### src/rtl/lqr_pkg.sv
// Shared types and constants for the LQR state feedback block.
// No dependencies; imported by every RTL module of the block.
package lqr_pkg;

    localparam logic [2:0] KIND_GAIN  = 3'd0;
    localparam logic [2:0] KIND_MIN   = 3'd1;
    localparam logic [2:0] KIND_MAX   = 3'd2;
    localparam logic [2:0] KIND_FF    = 3'd3;
    localparam logic [2:0] KIND_STATE = 3'd4;

    localparam logic [2:0] REG_STATE_COUNT   = 3'd0;
    localparam logic [2:0] REG_CONTROL_COUNT = 3'd1;
    localparam logic [2:0] REG_CLAMP_ON      = 3'd2;
    localparam logic [2:0] REG_USE_REFERENCE = 3'd3;
    localparam logic [2:0] REG_USE_FF        = 3'd4;

    localparam logic [1:0] ST_OK       = 2'd0;
    localparam logic [1:0] ST_LIMIT    = 2'd1;
    localparam logic [1:0] ST_OVERFLOW = 2'd2;

    // Item handed from the front to the back: a classified store write or a
    // state sample, with a flag that says the sample starts a run.
    typedef struct packed {
        logic [2:0]         kind;
        logic [1:0]         row;
        logic [2:0]         column;
        logic signed [32:0] data;
        logic               start;
    } lqr_cmd_t;

endpackage

### src/rtl/lqr_front.sv
// Front end: accepts input items, drops unused kinds, forms the error and
// flags the run trigger. Depends on lqr_pkg.
module lqr_front
    import lqr_pkg::*;
(
    input  logic               clk,
    input  logic               rst_n,
    input  logic               in_valid,
    output logic               in_ready,
    input  logic [2:0]         kind,
    input  logic [1:0]         row,
    input  logic [2:0]         column,
    input  logic signed [31:0] value,
    input  logic signed [31:0] reference_value,
    input  logic [3:0]         ns_eff,
    input  logic               use_ref,
    output logic               q_valid,
    input  logic               q_ready,
    output lqr_cmd_t           q_cmd
);

    logic     full_reg;
    lqr_cmd_t cmd_reg;
    lqr_cmd_t cmd_next;
    logic     keep;

    assign in_ready = !full_reg || q_ready;
    assign q_valid  = full_reg;
    assign q_cmd    = cmd_reg;

    // Classify the item and form the error for samples
    always_comb
    begin
        cmd_next.kind   = kind;
        cmd_next.row    = row;
        cmd_next.column = column;
        cmd_next.start  = 1'b0;
        if (kind == KIND_STATE)
        begin
            cmd_next.data  = use_ref ? 33'(value) - 33'(reference_value) : 33'(value);
            cmd_next.start = ({1'b0, column} == ns_eff - 4'd1);
        end
        else
        begin
            cmd_next.data = 33'(value);
        end
        keep = (kind <= KIND_STATE);
    end

    // Hold one item for the queue
    always_ff @(posedge clk or negedge rst_n)
    begin
        if (!rst_n)
        begin
            full_reg <= 1'b0;
        end
        else if (in_ready)
        begin
            full_reg <= in_valid && keep;
        end
    end

    always_ff @(posedge clk)
    begin
        if (in_ready && in_valid)
        begin
            cmd_reg <= cmd_next;
        end
    end

endmodule

### config.mk
export PLATFORM = sky130hd
export DESIGN_NAME = lqr_front
export DESIGN_NICKNAME = d
export VERILOG_FILES = /design/src/rtl/lqr_pkg.sv /design/src/rtl/lqr_front.sv
export SDC_FILE = /design/constraint.sdc
export NUM_CORES = 1
export LEC_CHECK = 0
export BUFFER_PORTS_ARGS = -buffer_cell sky130_fd_sc_hd__buf_2
export CAP_MARGIN = 15
export CORE_AREA = 4 4 93 95
export DETAILED_ROUTE_END_ITERATION = 7
export DIE_AREA = 0 0 97 99
export GPL_TIMING_DRIVEN = 1
export PLACE_DENSITY_LB_ADDON = 0.12
export SLEW_MARGIN = 20
export SYNTH_ARGS = -nofsm -noshare
export SYNTH_HDL_FRONTEND = slang
export SYNTH_SLANG_ARGS = --single-unit
### constraint.sdc
create_clock -name clk -period 2.3 [get_ports clk]
set_input_delay 0.23 -clock clk [delete_from_list [all_inputs] [get_ports clk]]
set_output_delay 0.23 -clock clk [all_outputs]
set_load 0.02 [all_outputs]
## Word-level counts from Yosys, hierarchy flattened

Index checks and enable logic that the tools add are counted.

- Bits of input ports: 81
- Register bits: 43
- Word-level logic and storage cells: 17

- Order comparisons: 1
- Muxes and demuxes: 2
- Reduce and logical (&&, ||, !) cells: 4
- Add/sub/neg operators: 2
- Equal/unequal tests: 2

Operators by type and width:

| cell | number |
|---|---|
| 33-bit 2-to-1 mux | 2 |
| 32-bit by 32-bit subtractor with 33-bit output | 1 |
| 3-bit by 4-bit == test with 1-bit output | 1 |
| 4-bit by 1-bit subtractor with 4-bit output, second input constant | 1 |
| 3-bit == test, second input constant | 1 |
| 3-bit less-or-equal comparator, second input constant | 1 |
| 1-bit logical AND | 2 |
| 1-bit zero test | 1 |
| 1-bit logical OR | 1 |

## Depth between registers and ports, before layout

Gate-level depths: netlist of the first run.

- Word-level depth: 3
- Depth in mapped cells: 10

## Worst setup path before layout of the first run

No wires, ideal clock.

- Path kind: input-to-reg
- Start: input value[0]
- End: register cmd_reg (netlist bit q_cmd[31]) (data pin)
- Setup slack: -0.211 ns
- Library setup time: 0.135 ns
- Data required time: 2.165 ns
- Stages: 10
- Path buffers: 0
- Data arrival time: 2.376 ns
- Cells stage by stage: inv_1 > ha_1 > fa_1 > and2b_1 > o2111ai_2 > a21oi_4 > a2bb2oi_1 > o311a_1 > or4_1 > nand3_1

RTL lines:

| what | RTL line | text |
|---|---|---|
| start: declaration | lqr_front.sv:13 | `input logic signed [31:0] value,` |
| end signal: assignment | lqr_front.sv:67 | `cmd_reg <= cmd_next;` |
| end: declaration | lqr_front.sv:23 | `lqr_cmd_t cmd_reg;` |

==> results of run 1 <==
==> metal layers <==
layer	up-vias	share of wire	track usage
met4	0	0.010	0.0529
met3	11	0.075	0.0418
met2	147	0.48	0.373
met5	-	0	0
li1	2021	-	-
met1	1831	0.44	0.293
==> power groups by stage <==
stage | combinational, mW | sequential, mW | clock, mW
floorplan | 0.548 | 1.03 | 0
global placement | 0.995 | 0.957 | 0
detailed placement | 1.01 | 0.956 | 0
CTS | 1.02 | 0.939 | 0.546
global route | 1.14 | 0.943 | 0.584
finish | 1.03 | 0.938 | 0.532
==> worst paths after layout <==
check                              start        end  slack [ns]  cells after the start
worst min-delay path              row[0]  q_cmd[37]         0.1                      1
worst min register to register   q_valid    q_valid        0.53                      2
min in group asynchronous          rst_n    q_valid        0.23                      2
max in group asynchronous          rst_n    q_valid        1.98                      2
worst max register to register   q_valid  q_cmd[29]        1.05                      3
worst max-delay path            value[0]  q_cmd[33]        0.07                     13
==> registers in the layout, indices dropped and copies added (netlist names) <==
register	cells
q_cmd	42
q_valid	1
==> layout make-up <==
cell class | instances | area, µm²
Clock buffer | 5 | 68.8
Clock inverter | 3 | 25.0
Fill cell | 692 | 2470
Inverter | 45 | 171
Multi-Input combinational cell | 347 | 2390
Sequential cell | 43 | 1290
Tap cell | 102 | 128
Timing Repair Buffer | 196 | 1190
==> critical path, delay by kind of cell <==
family	cells	cell delay, ns
AOI/OAI and AO/OA	6	1.07
adders and majority gates	2	0.32
and+or+nand+nor	1	0.20
buffers and inverters	4	0.45
==> repair_timing <==
action / in CTS / in global routing
buffers inserted: 0 / 2
resized for setup: 0 / 8
endpoints found under the hold margin: 1 / 0
hold buffers: 1 / 0
endpoints found under the setup margin: 0 / 10
==> cells by family after synthesis <==
group                    count (synthesis)  share of synthesized area
buffers and inverters                   60                     0.0615
AO/OA/AOI/OAI                          161                      0.288
AND/OR/NAND/NOR                        128                      0.151
adder cells (fa/ha/maj)                 34                      0.112
XOR/XNOR                                24                     0.0544
flip-flops                              43                      0.333
==> placed cells by master, fill, tap and decap left out, types with 10 or more instances in the layout <==
| master | count |
|---|---|
| buf_2 | 123 |
| buf_4 | 69 |
| nand2_1 | 59 |
| inv_1 | 44 |
| edfxtp_1 | 42 |
| a21oi_1 | 36 |
| o21ai_0 | 36 |
| ha_1 | 31 |
| nor2_1 | 23 |
| xnor2_1 | 17 |
| a21o_1 | 12 |
| nor3_1 | 10 |
==> results.json, run 1 <==
{
  "netlist_area_mm2": 0.00387,
  "wire_per_inst_um": 14.5,
  "ys_seq_area_frac": 0.333,
  "cp_slowest_cell": "o41ai_2",
  "rsz0062_at_grt": "yes",
  "min_period_ns": 2.23,
  "final_core_util": 0.681,
  "fin_cells": 741,
  "num_io_pins": 125,
  "antenna_found_initial": 0,
  "grtUsageTotal": 0.221,
  "num_rows": 32,
  "die_area_mm2": 0.00960,
  "critical_path.max_stage_delay_ns": 0.35,
  "cts_tree": "done",
  "drt-pass1-iter-count": 5,
  "start_kind": "input port",
  "hold_viol": 0,
  "ys_types": 62,
  "synth_area_per_cell_um2": 8.59,
  "synth.most_common_cell": "nand2_1",
  "place_inst": 730,
  "vias": 4010,
  "grt_pass1_wl_um": 17700,
  "grt_pass1_vias": 3808,
  "p_switching_mw": 0.888,
  "status": "finished, final reports clean",
  "vdd_drop_max_mv": 0.233,
  "cts-root-buf": "clkbuf_8",
  "die-width_um": 97,
  "max_freq_mhz": 449,
  "clockBufferDepth": 2,
  "cp.required_ns": 2.36,
  "start_util": 0.500,
  "post-route-cell-area_mm2": 0.00526,
  "power_mw": 2.50,
  "vias_per_cell": 5.41,
  "switching_share": 0.355,
  "synth.ff_latch_count": 43,
  "setup_ws_ns": 0.0744,
  "cts_sinks": 43,
  "yosys_warnings": 0,
  "pwr-share-clk": 0.213,
  "drv_slew": 0,
  "finalSetupTns_ns": 0,
  "p_leak_nw": 2.50,
  "worstSetupEndpointType": "register",
  "seq_power_share": 0.375,
  "grt_start_max_net_pins": 43,
  "n_antenna_cell": 0,
  "yosys.area.top_type": "edfxtp_1",
  "final_antenna_net_count": 0,
  "drt_iter0_markers": 242,
  "synth_area_leaders": "edfxtp_1, ha_1, nand2_1",
  "synth_nets": 565,
  "clk_latency_ns": 0.33,
  "cts_made_buffers": 5,
  "synth_commonest_cells": "nand2_1, inv_1, edfxtp_1",
  "detailedPlace.worstSlack_ns": -0.337,
  "setup_viol": 0,
  "synthArstFlopShare": 0.0233,
  "synth_edf_count": 42,
  "hold_ws_ns": 0.0963,
  "drive_above_1_share": 0.355,
  "syn2layout_area_growth_pct": 36.1,
  "slew_headroom": 0.627,
  "fin_crit_sh": 0.968,
  "internal_power_mw": 1.61,
  "design.core.area_mm2": 0.00773,
  "path_cells": "buf_8, inv_4, ha_4, fa_2, and2b_1, o2111ai_2, a21oi_4, buf_6, o21a_1, o41ai_2, buf_4, a21o_1, a31oi_1",
  "maxCapViolations": 0,
  "htree_levels": 2,
  "finalWirelength_um": 10800,
  "critPathArrivalTime_ns": 2.29,
  "power_frac_comb": 0.412,
  "nets": 753,
  "synth-main-ff-cell": "edfxtp_1",
  "hpwl_um": 8630,
  "placed_cell_area_mm2": 0.00510,
  "pwr_density_cell_mw_per_mm2": 476,
  "hp-class": "in -> reg",
  "syn_inst": 450,
  "crit_fanout": 3,
  "globalRoute.totalOverflow": 0,
  "dieHeight_um": 99,
  "port_buffers": 124,
  "drc": 0,
  "gp_congestion": 0.897,
  "fin_worst_skew_ns": 0.0159,
  "tightest_slew_ns": 0.553,
  "worst-setup-path-type": "in -> reg",
  "clk_pin_slew_worst_paths_ns": 0.11,
  "synthDominantCellAreaShare": 0.326
}
(Power assumes the default switching activity.)
==> run 2: changes to the inputs <==
==> constraint.sdc (replaced) <==
create_clock -name clk -period 2.25 [get_ports clk]
set_input_delay 0.225 -clock clk [delete_from_list [all_inputs] [get_ports clk]]
set_output_delay 0.225 -clock clk [all_outputs]
set_load 0.02 [all_outputs]
==> run 2 against run 1 <==
- combinational power up 4%
- final cell count rose by 1.1%
- sequential power grew 2.5%
- critical path type unchanged
- critical endpoint is now q_cmd[31]
- largest cell class unchanged
==> results.json, run 2 (same netlist as run 1, synthesis figures left out) <==
{
  "status": "finished, final reports clean",
  "die-width_um": 97,
  "clk_pin_slew_worst_paths_ns": 0.09,
  "clk_latency_ns": 0.30,
  "cts_made_buffers": 5,
  "globalRoute.totalOverflow": 0,
  "wire_per_inst_um": 14.2,
  "largest_reg_flops": 42,
  "die_area_mm2": 0.00960,
  "fin_crit_sh": 0.986,
  "reg2regPathDepth": 3,
  "final_common_cell": "buf_2",
  "hold_ws_ns": 0.106,
  "antenna_found_initial": 0,
  "port_buffers": 124,
  "crit_family": "compound AO/OA/AOI/OAI gates",
  "drc": 0,
  "setup_viol": 0,
  "crit_fanout": 4,
  "hpwl_um": 8760,
  "grtUsageTotal": 0.218,
  "grt_start_max_net_pins": 35,
  "maxCapViolations": 0,
  "nets": 761,
  "n_antenna_cell": 0,
  "slew_headroom": 0.602,
  "path_cells": "buf_2, ha_4, fa_2, and2b_1, o2111ai_2, a21oi_4, a2bb2oi_2, o311a_1, or4_1, nand3_1",
  "min_period_ns": 2.22,
  "drt_iter0_markers": 180,
  "max_freq_mhz": 451,
  "final_antenna_net_count": 0,
  "vdd_drop_max_mv": 0.257,
  "hold_viol": 0,
  "cts-root-buf": "clkbuf_8",
  "cp.required_ns": 2.43,
  "finalWirelength_um": 10700,
  "cts_sinks": 43,
  "rsz0062_at_grt": "yes",
  "cp_slowest_cell": "or4_1",
  "grt_pass1_vias": 3875,
  "clockBufferDepth": 2,
  "start_kind": "input port",
  "design.core.area_mm2": 0.00773,
  "hp-class": "in -> reg",
  "syn2layout_area_growth_pct": 38.2,
  "path_buf_inv": 1,
  "num_io_pins": 125,
  "dieHeight_um": 99,
  "cp_num_cells": 10,
  "pwr_density_cell_mw_per_mm2": 472,
  "tightest_slew_ns": 0.591,
  "cts_tree": "done",
  "final_core_util": 0.691,
  "p_leak_nw": 2.55,
  "whs_path_depth": 1,
  "critical_path.max_stage_delay_ns": 0.40,
  "critPathArrivalTime_ns": 2.39,
  "start_util": 0.500,
  "grt_pass1_wl_um": 17800,
  "vias": 4014,
  "num_rows": 32,
  "drv_slew": 0,
  "worst-setup-path-type": "in -> reg",
  "final_cell_mix": "buf_2, buf_4, nand2_1",
  "gp_congestion": 0.885,
  "drive_above_1_share": 0.369,
  "htree_levels": 2,
  "drt-pass1-iter-count": 6,
  "vias_per_cell": 5.36,
  "worstSetupEndpointType": "register",
  "fin_worst_skew_ns": 0.0113
}
## run 2: final timing paths
path	start	endpoint	slack (ns)
min in group asynchronous	rst_n	q_valid	0.22
setup reg to reg	q_valid	q_cmd[15]	0.76
hold / removal	row[0]	q_cmd[37]	0.11
setup / recovery	reference_value[0]	q_cmd[31]	0.03
max in group asynchronous	rst_n	q_valid	1.94
hold reg to reg	q_valid	q_valid	0.53
## run 2: cell type report
cell class / instances / area, µm²
Multi-Input combinational cell: 347 / 2420
Fill cell: 659 / 2390
Sequential cell: 43 / 1290
Timing Repair Buffer: 204 / 1250
Inverter: 45 / 176
Tap cell: 102 / 128
Clock buffer: 5 / 68.8
Clock inverter: 3 / 15.0
## run 2: timing repair
action,CTS,global route
hold buffers,1,0
gates resized for setup,1,9
buffers inserted,1,1
endpoints found under the hold margin,1,0
pin swaps,3,3
setup endpoints to repair,4,10
## run 2: power by group
part | total, mW | switching [mW] | internal (mW)
Combinational | 1.07 | 0.580 | 0.493
Sequential | 0.961 | 0.0138 | 0.947
Clock | 0.488 | 0.275 | 0.213
## run 2: metrics by stage
step                setup TNS [ns]  instance area (µm²)  worst slack, ns  power (mW)  instances
finish                           0                 5340           0.0310        2.52        749
global route               -0.0699                 5340          -0.0655        2.70        749
CTS                              0                 5310           0.0214        2.53        748
detailed placement           -4.27                 5200           -0.390        2.03        738
global placement             -3.74                 5200           -0.334        2.02        738
floorplan                  -0.0575                 3940          -0.0568        1.62        450
## run 2: metal layers
layer,vias up,part of all wire,track usage
met5,-,0,0
met4,0,0.011,0.0443
met3,13,0.073,0.0403
met2,173,0.46,0.366
met1,1793,0.46,0.296
li1,2035,-,-
## run 2: worst register-to-register path, stage by stage (launching register included)
cell      delay [ns]
dfrtp_1         0.38
nand2b_1        0.10
and2_2          0.48
buf_4           0.26
