`src/rtl/lqr_pkg.sv`:
```
// Shared types and constants for the LQR state feedback block.
// No dependencies; imported by every RTL module of the block.
package lqr_pkg;

    localparam logic [2:0] KIND_GAIN  = 3'd0;
    localparam logic [2:0] KIND_MIN   = 3'd1;
    localparam logic [2:0] KIND_MAX   = 3'd2;
    localparam logic [2:0] KIND_FF    = 3'd3;
    localparam logic [2:0] KIND_STATE = 3'd4;

    localparam logic [2:0] REG_STATE_COUNT   = 3'd0;
    localparam logic [2:0] REG_CONTROL_COUNT = 3'd1;
    localparam logic [2:0] REG_CLAMP_ON      = 3'd2;
    localparam logic [2:0] REG_USE_REFERENCE = 3'd3;
    localparam logic [2:0] REG_USE_FF        = 3'd4;

    localparam logic [1:0] ST_OK       = 2'd0;
    localparam logic [1:0] ST_LIMIT    = 2'd1;
    localparam logic [1:0] ST_OVERFLOW = 2'd2;

    // Item handed from the front to the back: a classified store write or a
    // state sample, with a flag that says the sample starts a run.
    typedef struct packed {
        logic [2:0]         kind;
        logic [1:0]         row;
        logic [2:0]         column;
        logic signed [32:0] data;
        logic               start;
    } lqr_cmd_t;

endpackage

```
`src/rtl/lqr_back.sv`:
```
// Back end: stores gains, limits, feedforward and errors, and runs the
// multiply-accumulate walk per channel. Depends on lqr_pkg.
module lqr_back
    import lqr_pkg::*;
#(
    parameter int MAX_STATES   = 8,
    parameter int MAX_CONTROLS = 4,
    parameter int FRAC_BITS    = 16
)
(
    input  logic               clk,
    input  logic               rst_n,
    input  logic               q_valid,
    output logic               q_ready,
    input  lqr_cmd_t           q_cmd,
    input  logic [3:0]         ns_eff,
    input  logic [2:0]         nc_eff,
    input  logic               clamp_on,
    input  logic               use_ff,
    output logic               out_valid,
    input  logic               out_ready,
    output logic signed [31:0] control_value,
    output logic [1:0]         channel,
    output logic               last,
    output logic [1:0]         status
);

    localparam int SW = (MAX_STATES > 1) ? $clog2(MAX_STATES) : 1;
    localparam int CW = (MAX_CONTROLS > 1) ? $clog2(MAX_CONTROLS) : 1;
    localparam int GD = MAX_STATES * MAX_CONTROLS;
    localparam int GW = (GD > 1) ? $clog2(GD) : 1;
    localparam logic signed [65:0] TLIM = 66'sh200000000;

    typedef enum logic [2:0] {S_IDLE, S_CHECK, S_FETCH, S_MUL, S_ACC, S_DONE, S_OUT}
        state_t;

    logic signed [31:0] gain_mem [GD];
    logic signed [31:0] min_mem  [MAX_CONTROLS];
    logic signed [31:0] max_mem  [MAX_CONTROLS];
    logic signed [31:0] ff_mem   [MAX_CONTROLS];
    logic signed [32:0] err_mem  [MAX_STATES];

    state_t             state_reg;
    logic [CW:0]        c_reg;
    logic [SW:0]        i_reg;
    logic signed [31:0] g_reg;
    logic signed [32:0] e_reg;
    logic signed [65:0] p_reg;
    logic signed [33:0] acc_reg;
    logic               valid_reg;
    logic signed [31:0] val_reg;
    logic [1:0]         ch_reg;
    logic               last_reg;
    logic [1:0]         st_reg;
    logic [1:0]         err_code_reg;
    logic [CW-1:0]      c_idx;
    logic [GW-1:0]      g_addr;
    logic signed [65:0] term;
    logic signed [34:0] acc_sum;
    logic               lim_bad;
    logic               take;
    logic               emit;
    logic signed [31:0] clamped;

    assign out_valid     = valid_reg;
    assign control_value = val_reg;
    assign channel       = ch_reg;
    assign last          = last_reg;
    assign status        = st_reg;
    assign q_ready       = (state_reg == S_IDLE);
    assign take          = q_valid && q_ready;
    assign c_idx         = c_reg[CW-1:0];
    assign g_addr        = GW'(c_idx * MAX_STATES + i_reg[SW-1:0]);
    assign lim_bad       = clamp_on && (min_mem[c_idx] >= max_mem[c_idx]);
    // A result is loaded only once the output register is free
    assign emit          = (state_reg == S_DONE || state_reg == S_OUT) && (!valid_reg || out_ready);

    // Floor the product term; subtract it from the accumulator
    always_comb
    begin
        term    = p_reg >>> FRAC_BITS;
        acc_sum = 35'(acc_reg) - $signed(term[34:0]);
        if (acc_reg < min_mem[c_idx])
        begin
            clamped = min_mem[c_idx];
        end
        else if (acc_reg > max_mem[c_idx])
        begin
            clamped = max_mem[c_idx];
        end
        else
        begin
            clamped = acc_reg[31:0];
        end
    end

    // Write stores from the queue
    always_ff @(posedge clk)
    begin
        if (take)
        begin
            case (q_cmd.kind)
                KIND_GAIN:
                begin
                    if (32'(q_cmd.row) < MAX_CONTROLS && 32'(q_cmd.column) < MAX_STATES)
                    begin
                        gain_mem[GW'(32'(q_cmd.row) * MAX_STATES + 32'(q_cmd.column))]
                            <= q_cmd.data[31:0];
                    end
                end
                KIND_MIN:
                begin
                    if (32'(q_cmd.row) < MAX_CONTROLS)
                        min_mem[CW'(q_cmd.row)] <= q_cmd.data[31:0];
                end
                KIND_MAX:
                begin
                    if (32'(q_cmd.row) < MAX_CONTROLS)
                        max_mem[CW'(q_cmd.row)] <= q_cmd.data[31:0];
                end
                KIND_FF:
                begin
                    if (32'(q_cmd.row) < MAX_CONTROLS)
                        ff_mem[CW'(q_cmd.row)] <= q_cmd.data[31:0];
                end
                KIND_STATE:
                begin
                    if (32'(q_cmd.column) < MAX_STATES)
                        err_mem[SW'(q_cmd.column)] <= q_cmd.data;
                end
                default:
                begin
                end
            endcase
        end
    end

    // Sequence the run: limit check, then per channel fetch, multiply, subtract
    always_ff @(posedge clk or negedge rst_n)
    begin
        if (!rst_n)
        begin
            state_reg <= S_IDLE;
            valid_reg <= 1'b0;
            c_reg     <= '0;
            i_reg     <= '0;
        end
        else
        begin
            if (valid_reg && out_ready && !emit)
            begin
                valid_reg <= 1'b0;
            end
            unique case (state_reg)
                S_IDLE:
                begin
                    if (take && q_cmd.kind == KIND_STATE && q_cmd.start
                        && 32'(q_cmd.column) < MAX_STATES)
                    begin
                        c_reg     <= '0;
                        state_reg <= S_CHECK;
                    end
                end
                S_CHECK:
                begin
                    if (lim_bad)
                    begin
                        err_code_reg <= ST_LIMIT;
                        state_reg <= S_OUT;
                    end
                    else if (c_reg + 1'b1 >= (CW+1)'(nc_eff))
                    begin
                        c_reg <= '0;
                        i_reg <= '0;
                        acc_reg <= use_ff ? 34'(ff_mem['0]) : '0;
                        state_reg <= S_FETCH;
                    end
                    else
                    begin
                        c_reg <= c_reg + 1'b1;
                    end
                end
                S_FETCH:
                begin
                    g_reg <= gain_mem[g_addr];
                    e_reg <= err_mem[i_reg[SW-1:0]];
                    state_reg <= S_MUL;
                end
                S_MUL:
                begin
                    p_reg <= 66'(g_reg) * 66'(e_reg);
                    state_reg <= S_ACC;
                end
                S_ACC:
                begin
                    if (term > TLIM || term < -TLIM ||
                        acc_sum > 35'sd2147483647 || acc_sum < -35'sd2147483648)
                    begin
                        err_code_reg <= ST_OVERFLOW;
                        state_reg <= S_OUT;
                    end
                    else
                    begin
                        acc_reg <= acc_sum[33:0];
                        if (i_reg + 1'b1 >= (SW+1)'(ns_eff))
                        begin
                            state_reg <= S_DONE;
                        end
                        else
                        begin
                            i_reg <= i_reg + 1'b1;
                            state_reg <= S_FETCH;
                        end
                    end
                end
                S_DONE:
                begin
                    if (emit)
                    begin
                        valid_reg <= 1'b1;
                        val_reg <= clamp_on ? clamped : acc_reg[31:0];
                        ch_reg <= 2'(c_idx);
                        st_reg <= ST_OK;
                        if (c_reg + 1'b1 >= (CW+1)'(nc_eff))
                        begin
                            last_reg <= 1'b1;
                            state_reg <= S_IDLE;
                        end
                        else
                        begin
                            last_reg <= 1'b0;
                            c_reg <= c_reg + 1'b1;
                            i_reg <= '0;
                            acc_reg <= use_ff ? 34'(ff_mem[CW'(c_reg + 1'b1)]) : '0;
                            state_reg <= S_FETCH;
                        end
                    end
                end
                S_OUT:
                begin
                    if (emit)
                    begin
                        valid_reg <= 1'b1;
                        val_reg <= '0;
                        ch_reg <= 2'(c_idx);
                        last_reg <= 1'b1;
                        st_reg <= err_code_reg;
                        state_reg <= S_IDLE;
                    end
                end
                default:
                begin
                    state_reg <= S_IDLE;
                end
            endcase
        end
    end

endmodule

```
`config.mk`:
```
export PLATFORM = sky130hd
export DESIGN_NAME = lqr_back
export DESIGN_NICKNAME = d
export VERILOG_FILES = /design/src/rtl/lqr_pkg.sv /design/src/rtl/lqr_back.sv
export SDC_FILE = /design/constraint.sdc
export NUM_CORES = 2
export LEC_CHECK = 0
export ABC_AREA = 1
export BUFFER_PORTS_ARGS = -buffer_cell sky130_fd_sc_hd__buf_2
export CORE_UTILIZATION = 35
export DETAILED_ROUTE_END_ITERATION = 8
export GPL_ROUTABILITY_DRIVEN = 0
export PLACE_DENSITY = 0.55
export SETUP_SLACK_MARGIN = 0.2
export SLEW_MARGIN = 10
export SYNTH_ARGS = -nofsm -noshare
export SYNTH_HDL_FRONTEND = slang
export SYNTH_SLANG_ARGS = --single-unit
```
`constraint.sdc`:
```
create_clock -name clk -period 10.35 [get_ports clk]
set_input_delay 2.07 -clock clk [delete_from_list [all_inputs] [get_ports clk]]
set_output_delay 2.07 -clock clk [all_outputs]
set_load 0.02 [all_outputs]
```
## Word level (Yosys, flattened, before mapping)

Memories as Yosys holds them, arrays and structs flattened. A register that Yosys moved wholly into a read port is not among the register bits.
Cells that the tools add are included.

| operators by class | value |
|---|---|
| eq/ne operators | 21 |
| muxes and demuxes | 64 |
| $add $sub $neg | 5 |
| $lt $le $gt $ge | 9 |
| reductions and logical operators | 30 |
| multipliers | 1 |

Operator list:

| cell | number |
|---|---|
| 2-to-1 mux 34 bit | 7 |
| 2-to-1 mux 32 bit | 5 |
| case mux 34 bit (3 select lines) | 1 |
| multiplier 32 x 33 -> 65 bit | 1 |
| case mux 32 bit (2 select lines) | 1 |
| greater-than comparator 49 x 35 -> 1 bit, second input constant | 1 |
| < comparator 49 x 34 -> 1 bit, second input constant | 1 |
| 2-to-1 mux 3 bit | 12 |
| greater-than comparator 35 x 32 -> 1 bit, second input constant | 1 |
| < comparator 35 x 32 -> 1 bit, second input constant | 1 |
| subtractor 34 x 35 -> 35 bit | 1 |
| greater-than comparator 34 x 32 -> 1 bit | 1 |
| < comparator 34 x 32 -> 1 bit | 1 |
| greater-or-equal comparator 32 bit | 1 |
| 2-to-1 mux 4 bit | 6 |
| 2-to-1 mux 1 bit | 21 |
| case mux 3 bit (7 select lines) | 1 |
| inequality test 2 bit, second input constant | 9 |
| AND reduction 7 bit | 2 |
| equality test 3 x 2 -> 1 bit, second input constant | 4 |
| equality test 3 bit, second input constant | 4 |
| case mux 4 bit (3 select lines) | 1 |
| AND reduction 4 bit | 3 |
| adder 5 x 3 -> 5 bit | 2 |
| 21 further kinds | 42 |

| storage, ports and cells | value |
|---|---|
| bits of input ports | 55 |
| memories kept | 5 |
| bits in writable memories | 1672 |
| flip-flop bits (word level) | 149 |

Memory list:

| name | depth | bits a word | rd ports | clocked after Yosys merged registers in | write ports | RTL line | source |
|---|---|---|---|---|---|---|---|
| gain_mem | 32 | 32 | 1 | 1 | 1 | lqr_back.sv:37 | `logic signed [31:0] gain_mem [GD];` |
| err_mem | 8 | 33 | 1 | 1 | 1 | lqr_back.sv:41 | `logic signed [32:0] err_mem [MAX_STATES];` |
| ff_mem | 4 | 32 | 2 | 0 | 1 | lqr_back.sv:40 | `logic signed [31:0] ff_mem [MAX_CONTROLS];` |
| max_mem | 4 | 32 | 1 | 0 | 1 | lqr_back.sv:39 | `logic signed [31:0] max_mem [MAX_CONTROLS];` |
| min_mem | 4 | 32 | 1 | 0 | 1 | lqr_back.sv:38 | `logic signed [31:0] min_mem [MAX_CONTROLS];` |

## Logic depth before layout (Yosys ltp)

| logic depth | value |
|---|---|
| depth after elaboration | 8 |
| gate-level depth with buffers | 31 |

## Worst setup path before layout

OpenSTA, ideal clock, no wires.

| timing path | value |
|---|---|
| path type | input-to-reg |
| start point | input rst_n |
| end point | register p_reg[16] (enable) |
| library setup time | 0.577 ns |
| cell stages on the path | 2 |
| buffers on the path | 0 |
| arrival time | 6.805 ns |
| setup slack | 2.968 ns |
| cells stage by stage | inv_1 -> nor4_1 |

| between the ends | value |
|---|---|
| longest elaborated chain between the ends | 1 |

RTL lines:

| what | RTL line | source |
|---|---|---|
| start, declared | lqr_back.sv:12 | `input logic rst_n,` |
| AND reduction 2 bit (no line) | - |  |
| end signal, assigned | lqr_back.sv:191 | `p_reg <= 66'(g_reg) * 66'(e_reg);` |
| end, declared | lqr_back.sv:48 | `logic signed [65:0] p_reg;` |

Every way passes these cells.
A chain may end at the register's enable or synchronous reset.

## Worst setup path after layout

| timing path | value |
|---|---|
| start point | register g_reg[11] (read register of gain_mem) |
| end point | register p_reg[58], data pin |

| between the ends | value |
|---|---|
| longest elaborated chain between the ends | 1 |

RTL lines:

| what | RTL line | source |
|---|---|---|
| start, declared | lqr_back.sv:46 | `logic signed [31:0] g_reg;` |
| multiplier 32 x 33 -> 65 bit | lqr_back.sv:191 |  |

Every way passes these cells.

==> impl_metrics.ini <==
[sta]
tns_ns = 0
slew_viol_final = 0
setup_violations = 0
timing.slew.headroom_pct = 15.6
finalCritPeriodShare_pct = 83.4
period_minus_slack_ns = 8.63
finalHoldViolCount = 0
fmax_mhz = 116
fin_skew_ns = 0.119
tightestPinTransition_ns = 1.27
rsz0062_at_grt = false

[worst_setup_path]
startpoint_type = flip-flop
cp_num_buf_inv = 5
worstPathArrival_ns = 9.19
cp_data_required_time_ns = 10.91
cp-end-kind = flip-flop
crit_chain = nand2_1 -> fa_1 -> fa_1 -> inv_1 -> fa_1 -> fa_1 -> inv_1 -> fa_1 -> inv_1 -> fa_1 -> fa_1 -> inv_1 -> fa_1 -> inv_1 -> ha_1 -> a21oi_1 -> o21ai_0 -> a21oi_1 -> o21ai_0 -> nand2_1 -> nand2_1 -> a21oi_1 -> o21ai_0 -> xor2_1
max_stage_delay_ns = 1.13
crit_top_cell = fa_1
cp_top_family = adder cells
path_class = flip-flop to flip-flop
cpMaxStageDelayCell = edfxtp_1
worst-path-max-fanout = 23

[grt]
grt_pass1_wl_um = 537000
grt_util_met2_pct = 35.1
met1_usage_pct = 28.8
groute.layer.met3.usage_pct = 2.77
grt_max_degree = 186
grt_antenna_before_repair = 30
grt_overflow = 0
track_usage_pct = 21.7
grt_pass1_vias = 81200
busiest_layer = met2

[cells_and_area]
reg_top3 = gain_mem (1024), err_mem (264)
fill_cells = 31700
layout_common_cells = edfxtp_1, inv_1, nand2_1, nor2_1, fa_1
fin_cells = 15500
regMostFlops = gain_mem
final_cell_area_um2 = 128000
drive_above_1_share_pct = 6.64
final_common_cell = edfxtp_1
largest_reg_flops = 1024
nets = 12400
syn2layout_area_growth_pct = 10.9

[floorplanning]
core_area_um2 = 328000
pin_count = 94
dieArea_um2 = 333000
start_util_pct = 35.2
die_w_um = 577
rows = 210
chipHeight_um = 577

[clocking]
cts_resized = 0
clock_latency_ns = 0.94
cts_hold_buf = 0
cts_tree = done
htreeDepth = 4
clk_pin_slew_ns = 0.06
clock_path_buffers = 4
cts_made_buffers = 203
post_cts_buffers = 0
cts_root_buffer = clkbuf_16
clock_sinks = 1870

[route]
finalWirelength_um = 364000
drt-wirelength-per-cell_um = 23.6
drtIter0Drc = 8086
ant_nets = 0
route.vias.total = 81100
drt-vias-per-instance = 5.25
drtPass1Iterations = 6
drc = 0

[placement]
dp.cells = 15100
placed_cell_area_um2 = 121000
hpwl_um = 250000
io_buffer_count = 93

[status]
status = complete, no violations

[synth]
ys_ff_latch = 1870
netlist_instances = 11000
yosysSeqAreaShare_pct = 48.5
syn_avg_cell_area_um2 = 10.5
synthesis.nets = 12500
synth_cell_types = 55
yosys_warnings = 0
mappedNetlistArea_um2 = 116000

[flow_run]
cap_violations = 0

[hold_path]
hp-class = flip-flop to flip-flop
[synthesized netlist by cell type, drive strengths merged]
| library cell | count | area (um^2) |
|---|---|---|
| nor4 | 28 | 188 |
| a211oi | 3 | 22.5 |
| nor2 | 1262 | 4750 |
| buf | 79 | 374 |
| nand3b | 2 | 15.0 |
| and2 | 1 | 6.26 |
| dfrtp | 11 | 275 |
| nand3 | 80 | 428 |
| fa | 1112 | 22300 |
| edfxtp | 1859 | 55800 |
| nand2 | 1745 | 6590 |
| a31oi | 61 | 382 |
| a32oi | 35 | 307 |
| xnor2 | 31 | 272 |
| or2 | 10 | 62.6 |
| o2111ai | 4 | 35.0 |
| o21bai | 14 | 105 |
| nor3 | 24 | 125 |
| o221a | 2 | 22.5 |
| a21oi | 311 | 1560 |
| a221o | 1 | 10.0 |
| o21ai | 1056 | 5290 |
| o211ai | 17 | 128 |
| ha | 324 | 4050 |
| and3 | 4 | 25.0 |
| o21a | 14 | 105 |
| a22oi | 5 | 37.5 |
| a21boi | 2 | 15.0 |
| a31o | 1 | 8.76 |
| o22ai | 410 | 2560 |
| inv | 1857 | 6970 |
| xor2 | 49 | 429 |
| nand4 | 51 | 319 |
| clkinv | 5 | 18.8 |
| o22a | 1 | 8.76 |
| a21o | 6 | 45.0 |
| clkbuf | 513 | 1930 |
| o221ai | 1 | 8.76 |
| a41oi | 1 | 8.76 |
[logic make-up (layout without fill, tap and decap cells)]
| family | Yosys count | count (layout) | synth area share (%) |
|---|---|---|---|
| buffers and inverters | 2454 | 2555 | 8.04 |
| adder cells (fa/ha/maj) | 1436 | 1436 | 22.8 |
| AO/OA/AOI/OAI | 1945 | 1945 | 9.23 |
| XOR/XNOR | 80 | 80 | 0.606 |
| flip-flops | 1870 | 1870 | 48.5 |
| other | 0 | 12 | 0 |
| AND/OR/NAND/NOR | 3207 | 3207 | 10.8 |
[cell type report]
type	count	area, um^2	area share, %
tap	4346	5440	4.24
antenna	12	30.0	0.0234
timing repair buffer	322	2310	1.80
clock inverter	132	1390	1.08
clock buffer	239	5220	4.07
inverter	1862	7020	5.48
sequential	1870	56100	43.8
multi-input combinational	6668	50600	39.5
[routing by layer]
metal	routed length [um]	vias to the layer above	part of all wire, %
met5	91	-	0.025
met2	168000	3306	46
met1	150000	41300	41
met3	25400	676	7.0
li1	-	35700	-
met4	20700	14	5.7
[through the flow]
| stage | worst slack [ns] | hold WS (ns) | util [%] |
|---|---|---|---|
| floorplan | 2.97 | 0.461 | - |
| global placement | 1.93 | 0.477 | 37.0 |
| detailed placement | 1.90 | 0.503 | 37.0 |
| CTS | 1.86 | 0.517 | 39.1 |
| global route | 1.34 | 0.564 | 39.1 |
| finish | 1.72 | 0.513 | 39.1 |
[worst reg2reg max path: stages, from the launching register on]
cell and delay (ns):
edfxtp_1 1.13, nand2_1 0.32, fa_1 0.61, fa_1 0.39, inv_1 0.08, fa_1 0.44, fa_1 0.87, inv_1 0.38
fa_1 0.58, inv_1 0.06, fa_1 0.49, fa_1 0.49, inv_1 0.05, fa_1 0.50, inv_1 0.04, ha_1 0.35
a21oi_1 0.27, o21ai_0 0.19, a21oi_1 0.25, o21ai_0 0.12, nand2_1 0.07, nand2_1 0.06, a21oi_1 0.12, o21ai_0 0.24
xor2_1 0.23
[final timing paths]
path | cells after the start | to | start | slack (ns)
min in group asynchronous | 1 | state_reg[2]$_DFFE_PN0P_ | rst_n | 1.16
worst min register to register | 2 | i_reg[3]$_DFFE_PN0P_ | i_reg[3]$_DFFE_PN0P_ | 0.51
max in group asynchronous | 1 | c_reg[0]$_DFFE_PN0P_ | rst_n | 8.81
worst min-delay path | 2 | i_reg[3]$_DFFE_PN0P_ | i_reg[3]$_DFFE_PN0P_ | 0.51
worst max-delay path | 24 | p_reg[58]$_DFFE_PP_ | g_reg[11]$_DFFE_PP_ | 1.72
worst max register to register | 24 | p_reg[58]$_DFFE_PP_ | g_reg[11]$_DFFE_PP_ | 1.72
Power is not shown: default switching activity piles up to over one toggle a cycle in this logic, so the estimate is an artifact.
