$ cat config.mk
export PLATFORM = sky130hd
export DESIGN_NAME = lqr_queue
export DESIGN_NICKNAME = d
export VERILOG_FILES = /design/src/rtl/lqr_pkg.sv /design/src/rtl/lqr_queue.sv
export SDC_FILE = /design/constraint.sdc
export NUM_CORES = 1
export LEC_CHECK = 0
export BUFFER_PORTS_ARGS = -buffer_cell sky130_fd_sc_hd__buf_2
export CAP_MARGIN = 20
export CORE_ASPECT_RATIO = 1.25
export CORE_MARGIN = 5
export CORE_UTILIZATION = 40
export DETAILED_ROUTE_END_ITERATION = 10
export PLACE_DENSITY = 0.68
export SYNTH_ARGS = -nofsm -noshare
export SYNTH_HDL_FRONTEND = slang
export SYNTH_SLANG_ARGS = --single-unit
$ cat constraint.sdc
create_clock -name clk -period 4 [get_ports clk]
set_clock_uncertainty 0.2 [all_clocks]
set_input_delay 0.4 -clock clk [delete_from_list [all_inputs] [get_ports clk]]
set_output_delay 0.4 -clock clk [all_outputs]
set_load 0.1 [all_outputs]
$ cat src/rtl/lqr_pkg.sv
// Shared types and constants for the LQR state feedback block.
// No dependencies; imported by every RTL module of the block.
package lqr_pkg;

    localparam logic [2:0] KIND_GAIN  = 3'd0;
    localparam logic [2:0] KIND_MIN   = 3'd1;
    localparam logic [2:0] KIND_MAX   = 3'd2;
    localparam logic [2:0] KIND_FF    = 3'd3;
    localparam logic [2:0] KIND_STATE = 3'd4;

    localparam logic [2:0] REG_STATE_COUNT   = 3'd0;
    localparam logic [2:0] REG_CONTROL_COUNT = 3'd1;
    localparam logic [2:0] REG_CLAMP_ON      = 3'd2;
    localparam logic [2:0] REG_USE_REFERENCE = 3'd3;
    localparam logic [2:0] REG_USE_FF        = 3'd4;

    localparam logic [1:0] ST_OK       = 2'd0;
    localparam logic [1:0] ST_LIMIT    = 2'd1;
    localparam logic [1:0] ST_OVERFLOW = 2'd2;

    // Item handed from the front to the back: a classified store write or a
    // state sample, with a flag that says the sample starts a run.
    typedef struct packed {
        logic [2:0]         kind;
        logic [1:0]         row;
        logic [2:0]         column;
        logic signed [32:0] data;
        logic               start;
    } lqr_cmd_t;

endpackage

$ cat src/rtl/lqr_queue.sv
// Two-entry queue between front and back ends.
// Depends on lqr_pkg for the command type.
module lqr_queue
    import lqr_pkg::*;
(
    input  logic     clk,
    input  logic     rst_n,
    input  logic     wr_valid,
    output logic     wr_ready,
    input  lqr_cmd_t wr_cmd,
    output logic     rd_valid,
    input  logic     rd_ready,
    output lqr_cmd_t rd_cmd
);

    lqr_cmd_t   mem_reg [2];
    logic       wp_reg;
    logic       rp_reg;
    logic [1:0] cnt_reg;
    logic       do_wr;
    logic       do_rd;

    assign wr_ready = (cnt_reg != 2'd2);
    assign rd_valid = (cnt_reg != 2'd0);
    assign rd_cmd   = mem_reg[rp_reg];
    assign do_wr    = wr_valid && wr_ready;
    assign do_rd    = rd_valid && rd_ready;

    // Advance pointers and count
    always_ff @(posedge clk or negedge rst_n)
    begin
        if (!rst_n)
        begin
            wp_reg  <= 1'b0;
            rp_reg  <= 1'b0;
            cnt_reg <= 2'd0;
        end
        else
        begin
            if (do_wr)
            begin
                wp_reg <= !wp_reg;
            end
            if (do_rd)
            begin
                rp_reg <= !rp_reg;
            end
            cnt_reg <= cnt_reg + 2'(do_wr) - 2'(do_rd);
        end
    end

    always_ff @(posedge clk)
    begin
        if (do_wr)
        begin
            mem_reg[wp_reg] <= wr_cmd;
        end
    end

endmodule

# == After elaboration in Yosys (flattened, before gate mapping) ==
# Memories as Yosys holds them, arrays and structs flattened.
# Cells that the tools add are included.
# Widths: inputs -> output; s select.
# word_totals
regBits,4
ram_bits,84
input_bits,46
memories,1
# classes
add_sub_neg,2
n_eq_ne,1
muxes,2
reduce_logical,5
# memory_table
name,words,word_bits,rd,rd_clocked_by_memory_dff,write_ports,line_no,rtl
mem_reg,2,42,1,0,1,lqr_queue.sv:16,lqr_cmd_t mem_reg [2];
# op_table
cell,n
$add 2x1->2,1
$logic_and 1x1->1,2
$logic_not 1->1,2
$mux 1,2
$ne 2x2->1 const B,1
$reduce_bool 2->1,1
$sub 2x1->2,1

# == Logic depth before layout (Yosys ltp) ==
# Gate-level depths: netlist of the first run.
# logic_depth
ltp_word,4
mapped_depth,5
mapped_depth_nobuf,5

# == Worst setup path after synthesis of the first run ==
# Ideal clock, no wire load.
# synth_timing
path_type,flip-flop to flip-flop
from,register cnt_reg[0]
to,"memory mem_reg[0][0] (netlist name), enable pin"
setup_time_ps,442
arrival_time_ps,3239
setup_slack_ps,120
path_stages_with_launch,4
synth_period_minus_slack_ps,3880
path_cell_list,dfrtp_1 > nand2b_1 > nand2_1 > nor2_1
# synth_via
elab_chain_cells,4
# synth_lines
item,line_no,rtl
"start, declared",lqr_queue.sv:19,logic [1:0] cnt_reg;
"start signal, assigned",lqr_queue.sv:48,cnt_reg <= cnt_reg + 2'(do_wr) - 2'(do_rd);
$ne 2x2->1,lqr_queue.sv:23,assign wr_ready = (cnt_reg != 2'd2);
named net wr_ready,lqr_queue.sv:9,"output logic wr_ready,"
$logic_and 1x1->1,lqr_queue.sv:26,assign do_wr = wr_valid && wr_ready;
$mux 1,lqr_queue.sv:54,if (do_wr)
$mux 1 (implied by the code),lqr_queue.sv:56,mem_reg[wp_reg] <= wr_cmd;
"end, declared",lqr_queue.sv:16,
# The timed path passes the listed nets, and every way through them passes these cells.

==> flow_summary.json, run 1 <==
{
  "status": "finished clean",
  "hold_depth": 1,
  "post_cts.repair.setup_buffers": 0,
  "crit_type": "flop to output port",
  "synth_top_area_share_pct": 77.51,
  "syn_to_final_growth_pct": 25.18,
  "slew_viol_final": 0,
  "ys_seq_elements": 88,
  "antenna_found_initial": 0,
  "final_nets": 297,
  "yosysTopAreaCell": "edfxtp_1",
  "hold_violations": 0,
  "rr_worst_depth": 4,
  "synth_area_leaders": "edfxtp_1 (78%), mux2_2 (15%), dfrtp_1 (3.1%)",
  "reg2reg_from": "cnt_reg[0]",
  "drt_iter0_drc": 60,
  "vias": 1666,
  "drive_gt1_share_pct": 60.78,
  "syn_inst": 153,
  "yosysWarnings": 0,
  "dr.pass1.iters": 4,
  "worst_slew_pin_slew_ps": 1023,
  "hold_path_end": "mem_reg[0][37]",
  "rsz0062_at_grt": "false",
  "cts_resized": 0,
  "diodes": 0,
  "die_h_um": 110.8,
  "cts_buffers": 9,
  "cp.arrival_ps": 2140,
  "fin_tns_setup_ps": 0,
  "timing.final.crit_share_pct": 68.46,
  "synth_seq_area_share_pct": 80.58,
  "cts_tree": "done",
  "ant_nets": 0,
  "hp-class": "input port to flop",
  "hpwlAfterDp_um": 3776,
  "cp_top_family": "flip-flops",
  "relSlewSlack_pct": 31.83,
  "gp_routability_congestion": 0.7125,
  "grt_usage_pct": 11.92,
  "ys_types": 17,
  "grt_first_pass_wirelength_um": 9156,
  "fin_ws_ps": 1262,
  "syn_nets": 200,
  "maxClockFrequency_ghz": 0.3652,
  "post_dp_cell_area_mm2": 0.003810,
  "worst-r2r-setup-slack_ps": 1760,
  "io_buffers": 89,
  "startpoint_type": "flop",
  "ios": 90,
  "largest_register_ffs": 84,
  "cts-root-buf": "clkbuf_8",
  "syn_area_per_cell_um2": 21.27,
  "layout_common_cells": "buf_2 (89), edfxtp_1 (84), mux2_2 (42)",
  "start_util_pct": 41.29,
  "htreeDepth": 3,
  "final-setup-viol-count": 0,
  "core_mm2": 0.007883,
  "r2r_end": "mem_reg[0][7]",
  "die_width_um": 90.68,
  "setup.worst_path.end_class": "output port",
  "cap_violations": 0,
  "grt_overflow": 0,
  "grt_pass1_vias": 1841,
  "wl_per_cell_um": 16.28,
  "clkSinkCount": 88,
  "fin_crit_ps": 2738,
  "cts_max_path_buffers": 2,
  "postCtsHoldBufs": 1,
  "fillerInstances": 634,
  "vias_per_cell": 4.760,
  "synthesis.area_mm2": 0.003254,
  "dieArea_mm2": 0.01005,
  "wl_um": 5697,
  "clk_pin_slew_ps": 80,
  "crit_fanout": 43,
  "cpPeakStageDelay_ps": 1030,
  "grt_max_degree": 44,
  "fin_area_mm2": 0.004074,
  "insertion_delay_ps": 350,
  "critPathRequiredTime_ps": 3400,
  "drc": 0,
  "hp-start": "wr_cmd[37]",
  "path_buf_inv": 1,
  "final_common_cell": "buf_2",
  "rows": 36,
  "place_worst_setup_slack_ps": 1574,
  "worstPathCellList": "mux2_2 -> buf_2",
  "crit_slowest_cell": "dfrtp_2"
}
synth_stat cells:
| master | n |
|---|---|
| nand2b_1 | 1 |
| mux2_2 | 42 |
| nor2_1 | 3 |
| dfrtp_1 | 4 |
| o21ai_0 | 1 |
| and2b_2 | 1 |
| edfxtp_1 | 84 |
| o21ba_2 | 1 |
| and4bb_1 | 1 |
| or2_2 | 1 |
| xnor2_1 | 3 |
| nand3_1 | 1 |
| nand2_1 | 2 |
| buf_2 | 5 |
| and3_2 | 1 |
| a311oi_2 | 1 |
| ha_1 | 1 |
worst reg2reg max path: cells and delay by family, from the launching register on:
kind / cells / cell delay, ps
and+or+nand+nor: 3 / 830
DFF: 1 / 450
buffers and inverters: 1 / 430
cell families after synthesis:
logic type               after synthesis  synth area share [%]
XOR/XNOR                               3                0.8075
AND/OR/NAND/NOR                       11                 1.999
multiplexers                          42                 14.53
adder cells (fa/ha/maj)                1                0.3844
buffers and inverters                  5                0.7688
flip-flops                            88                 80.58
AO/OA/AOI/OAI                          3                0.9225
per-layer routing:
layer	global-route usage, %	routed length (um)	vias to the layer above
li1	-	-	796
met1	13.12	2226	807
met2	20.16	2989	52
met3	3.394	353	11
met4	7.150	129	0
met5	0	0	-
final cells by class:
type	count	area [um2]	share of cell area [%]
clock buffers	11	151.4	3.716
clock inverters	5	102.6	2.518
flip-flops and latches	88	2624	64.40
multi-input cells	60	614.3	15.08
well taps	95	118.9	2.918
repair buffers	91	462.9	11.36
through the flow:
step                util (%)  instances  hold WS (ps)
floorplan                  -        153        -95.59
global placement       48.33        333         13.93
detailed placement     48.33        333         17.14
CTS                    51.68        350         9.299
global route           51.68        350         9.121
finish                 51.68        350         32.76
worst max path at each step:
stage               start       endpoint  slack [ps]  cells past startpoint
2_1_floorplan  cnt_reg[0]  mem_reg[0][0]         120                      3
3_3_place_gp       rp_reg      rd_cmd[1]        1570                      2
3_5_place_dp       rp_reg      rd_cmd[0]        1570                      2
4_1_cts            rp_reg      rd_cmd[0]        1190                      2
5_1_grt            rp_reg     rd_cmd[12]        1120                      2
6_report           rp_reg      rd_cmd[0]        1260                      2
Power of run 1 is not shown: default switching activity piles up to over one toggle a cycle in this logic, so the estimate is an artifact.
==> run 2: changes to the inputs <==
- ABC_AREA: default -> 1
- clock period: 4 -> 2.85 ns (I/O delays scaled with it)
==> flow_summary.json, run 2 <==
{
  "critPathCapture": "rd_cmd[0]",
  "async_reset_ff_share_pct": 4.545,
  "path_common_cell": "nand2_1",
  "hp-class": "input port to flop",
  "vias_per_cell": 4.428,
  "post_dp_cell_area_mm2": 0.003870,
  "vias": 2174,
  "final_nets": 437,
  "cts_tree": "done",
  "syn_nets": 298,
  "maxClockFrequency_ghz": 0.4083,
  "wl_per_cell_um": 12.99,
  "post_cts.repair.setup_buffers": 0,
  "timing.final.crit_share_pct": 85.93,
  "syn_inst": 251,
  "insertion_delay_ps": 340,
  "synth_seq_area_share_pct": 79.12,
  "htreeDepth": 3,
  "critical_path_depth": 4,
  "worst-r2r-setup-slack_ps": 1180,
  "grt_overflow": 0,
  "synth_edf_count": 84,
  "slew_viol_final": 0,
  "cp.arrival_ps": 1960,
  "postCtsHoldBufs": 43,
  "crit_type": "flop to output port",
  "drc": 0,
  "syn_to_final_growth_pct": 35.82,
  "worst_slew_pin_slew_ps": 495.8,
  "cts-root-buf": "clkbuf_8",
  "synthesis.area_mm2": 0.003314,
  "drt_iter0_drc": 114,
  "setup.worst_path.end_class": "output port",
  "relSlewSlack_pct": 67.17,
  "drive_gt1_share_pct": 29.44,
  "crit_fanout": 43,
  "fin_tns_setup_ps": 0,
  "synthMostInstantiatedCell": "nand2_1",
  "dieArea_mm2": 0.01022,
  "grt_first_pass_wirelength_um": 10790,
  "final-setup-viol-count": 0,
  "cts_resized": 0,
  "synth_top_area_share_pct": 76.10,
  "fin_area_mm2": 0.004502,
  "path_buf_inv": 2,
  "fin_crit_ps": 2449,
  "wl_um": 6376,
  "syn_area_per_cell_um2": 13.20,
  "status": "finished clean",
  "clk_pin_slew_ps": 80,
  "synth_flop_cell": "edfxtp_1",
  "cts_buffers": 9,
  "reg2reg_from": "cnt_reg[1]",
  "cpPeakStageDelay_ps": 570,
  "synthTopCellsByCount": "nand2_1 (132), edfxtp_1 (84), inv_1 (6)",
  "placedCellCount": 433,
  "cp-startpoint": "rp_reg",
  "largest_register_ffs": 84,
  "io_buffers": 89,
  "crit_slowest_cell": "dfrtp_2",
  "grt_pass1_vias": 2402,
  "layout_common_cells": "nand2_1 (132), buf_2 (89), edfxtp_1 (84)",
  "cp_top_family": "buffers and inverters",
  "critPathRequiredTime_ps": 2370,
  "ant_nets": 0,
  "antenna_found_initial": 0,
  "clkSinkCount": 88,
  "synth_area_leaders": "edfxtp_1 (76%), nand2_1 (15%), dfrtp_1 (3.0%)",
  "r2r_end": "mem_reg[1][19]",
  "yosysTopAreaCell": "edfxtp_1",
  "yosysWarnings": 0,
  "startpoint_type": "flop",
  "grt_max_degree": 44,
  "worstPathCellList": "inv_4 -> nand2_1 -> nand2_1 -> buf_2",
  "cts_max_path_buffers": 2,
  "gp_routability_congestion": 0.6863,
  "grt_usage_pct": 13.40,
  "cap_violations": 0,
  "rsz0062_at_grt": "false",
  "dr.pass1.iters": 4,
  "ys_seq_elements": 88,
  "hold_violations": 0,
  "die_width_um": 91.42,
  "rr_worst_depth": 4,
  "ys_types": 18,
  "layout.cells.non_filler": 491,
  "hpwlAfterDp_um": 4123,
  "rows": 37,
  "core_mm2": 0.008148,
  "start_util_pct": 40.68,
  "ios": 90,
  "die_h_um": 111.8,
  "diodes": 0,
  "final_common_cell": "nand2_1"
}
[run 2: changes by cell type in the layout (fill, tap and decap cells not counted), sizes merged, moves of 2 or more]
cell	before	now
mux2	42	0
buf	90	94
dlygate4sd3	1	43
inv	0	8
xnor2	3	0
nand2	2	135
nor2	3	5
[run 2: area by class of cell]
class	count	area (um2)
timing repair buffer	137	925.9
inverter	8	32.53
fill	667	3646
tap	97	121.4
clock buffer	11	131.4
clock inverter	4	70.07
sequential	88	2624
multi-input combinational	146	596.8
[run 2: worst min path at each step]
stage	startpoint	to	slack [ps]	depth (start not counted)
global placement	rst_n	cnt_reg[0]	-100	1
detailed placement	rst_n	cnt_reg[0]	-100	1
CTS	wr_valid	wp_reg	40	3
finish	wr_valid	wp_reg	60	3
global route	rst_n	cnt_reg[0]	60	2
floorplan	rst_n	cnt_reg[0]	-210	0
[run 2: kinds of logic (layout without fill, tap and decap cells)]
logic type / Yosys count / count (layout) / synth area share (%)
simple gates: 142 / 142 / 16.69
compound gates: 2 / 2 / 0.3017
fa+ha+maj: 1 / 1 / 0.3774
flops: 88 / 88 / 79.12
buf+inv: 17 / 160 / 3.246
xor+xnor: 1 / 1 / 0.2643
[run 2: worst register-to-register path, stage by stage, from the launching register on]
cell and delay, ps:
dfrtp_1 430, nand2_2 140, nand2_4 100, nor2_4 190, buf_12 250
[run 2: per-stage QoR]
| step | setup WS [ps] | util [%] | hold WS [ps] |
|---|---|---|---|
| 6_report | 401.0 | 55.25 | 57.83 |
| 5_1_grt | 243.1 | 55.25 | 61.31 |
| 4_1_cts | 358.8 | 55.25 | 38.51 |
| 3_5_place_dp | 740.0 | 47.50 | -100.8 |
| 3_3_place_gp | 739.5 | 47.50 | -100.9 |
| 2_1_floorplan | 127.8 | - | -210.6 |
[run 2: per-layer routing]
metal	share of wire, %	global-route usage, %
met5	0	0
met4	1.8	5.871
met3	5.9	4.595
met2	55	25.13
met1	37	12.91
Power of run 2 is left out for the same reason.
==> run 3: changes to the inputs <==
- ABC_AREA: 1 -> default
- GPL_TIMING_DRIVEN: default -> 0
==> flow_summary.json, run 3 (synthesis results as in run 1) <==
{
  "wl_um": 6125,
  "cts_buffers": 9,
  "place_worst_setup_slack_ps": 709.4,
  "start_util_pct": 41.29,
  "drt_iter0_drc": 122,
  "syn_to_final_growth_pct": 36.45,
  "cap_violations": 0,
  "final_common_cell": "buf_2",
  "seq_area_mm2": 0.002623,
  "final_nets": 344,
  "clk_pin_slew_ps": 80,
  "grt_max_degree": 43,
  "io_buffers": 89,
  "dr.pass1.iters": 4,
  "drive_gt1_share_pct": 51.99,
  "startpoint_type": "flop",
  "largest_register_ffs": 84,
  "status": "finished clean",
  "fin_crit_ps": 2275,
  "hpwlAfterDp_um": 3971,
  "maxClockFrequency_ghz": 0.4395,
  "timing.final.crit_share_pct": 79.84,
  "routed.top_layer": "met4",
  "clkSinkCount": 88,
  "fin_tns_setup_ps": 0,
  "hp-class": "input port to flop",
  "antenna_found_initial": 0,
  "htreeDepth": 3,
  "drt-met1-wl_um": 2208,
  "cp_top_family": "buffers and inverters",
  "insertion_delay_ps": 350,
  "fin_area_mm2": 0.004441,
  "vias": 1874,
  "die_h_um": 110.8,
  "cts-root-buf": "clkbuf_8",
  "crit_fanout": 10,
  "gp_routability_congestion": 0.6956,
  "core_mm2": 0.007883,
  "vias_per_cell": 4.720,
  "grt_first_pass_wirelength_um": 9708,
  "multi_input_area_um2": 614.3,
  "rsz0062_at_grt": "false",
  "ant_nets": 0,
  "critPathRequiredTime_ps": 2370,
  "slew_viol_final": 0,
  "hold_violations": 0,
  "crit_type": "flop to output port",
  "setup.worst_path.end_class": "output port",
  "fin_ws_ps": 574.5,
  "cts_tree": "done",
  "cpPeakStageDelay_ps": 370,
  "rows": 36,
  "grt_pass1_vias": 2065,
  "post_dp_cell_area_mm2": 0.003846,
  "diodes": 0,
  "worstPathCellList": "buf_2 -> buf_2 -> mux2_2 -> buf_2",
  "path_common_cell": "buf_2",
  "worst_slew_pin_slew_ps": 1004,
  "path_buf_inv": 3,
  "grt_usage_pct": 12.50,
  "fillerInstances": 613,
  "crit_slowest_cell": "mux2_2",
  "layout_common_cells": "buf_2 (94), edfxtp_1 (84), dlygate4sd3_1 (43)",
  "dieArea_mm2": 0.01005,
  "drc": 0,
  "grt_overflow": 0,
  "ios": 90,
  "cts_max_path_buffers": 2,
  "die_width_um": 90.68,
  "wl_per_cell_um": 15.43,
  "relSlewSlack_pct": 33.06,
  "wl_met2_um": 3256,
  "final-setup-viol-count": 0,
  "wl_met3_um": 506,
  "holdWs_ps": 26.60,
  "cp.arrival_ps": 1790
}
==> run 3: cell count changes in the layout (fill, tap and decap cells not counted), moves of 3 or more <==
cell     before  now
nand2_1     132    2
mux2_2        0   42
inv_1         6    0
buf_2        89   94
buf_4         4    0
xnor2_1       0    3
==> run 3: area by class of cell <==
| type | count | share of cell area (%) |
|---|---|---|
| flip-flops and latches | 88 | 59.06 |
| repair buffers | 133 | 20.17 |
| clock buffers | 10 | 2.874 |
| multi-input cells | 60 | 13.83 |
| clock inverters | 6 | 0.8171 |
| plain buffers | 5 | 0.5635 |
| well taps | 95 | 2.677 |
==> run 3: through the flow <==
stage,instances,utilization [%]
detailed placement,338,48.79
finish,397,56.33
floorplan,153,-
global route,397,56.33
CTS,397,56.33
global placement,337,48.54
==> run 3: tightest hold or removal path, delay by kind of cell <==
| family | cells | cell delay (ps) |
|---|---|---|
| XOR/XNOR | 1 | 60 |
| buffers and inverters | 1 | 120 |
| AND/OR/NAND/NOR | 1 | 80 |
==> run 3: worst paths after layout <==
path	startpoint	endpoint	slack (ps)	cells after the start
hold reg to reg	wp_reg	wp_reg	350	1
setup reg to reg	cnt_reg[0]	mem_reg[1][10]	770	2
min in group asynchronous	rst_n	wp_reg	60	2
setup / recovery	rp_reg	rd_cmd[3]	570	4
max in group asynchronous	rst_n	cnt_reg[1]	2260	2
hold / removal	rd_ready	rp_reg	30	3
==> run 3: routing by layer <==
metal	track usage, %	vias up
li1	-	886
met5	0	-
met2	21.23	66
met4	7.646	0
met1	12.90	909
met3	4.616	13
==> run 3: timing repair <==
action / 4_1_cts / 5_1_grt
gates resized for setup: 0 / 0
hold endpoints to repair: 88 / 0
setup buffers: 0 / 0
hold buffers: 43 / 0
Power of run 3 is left out for the same reason.
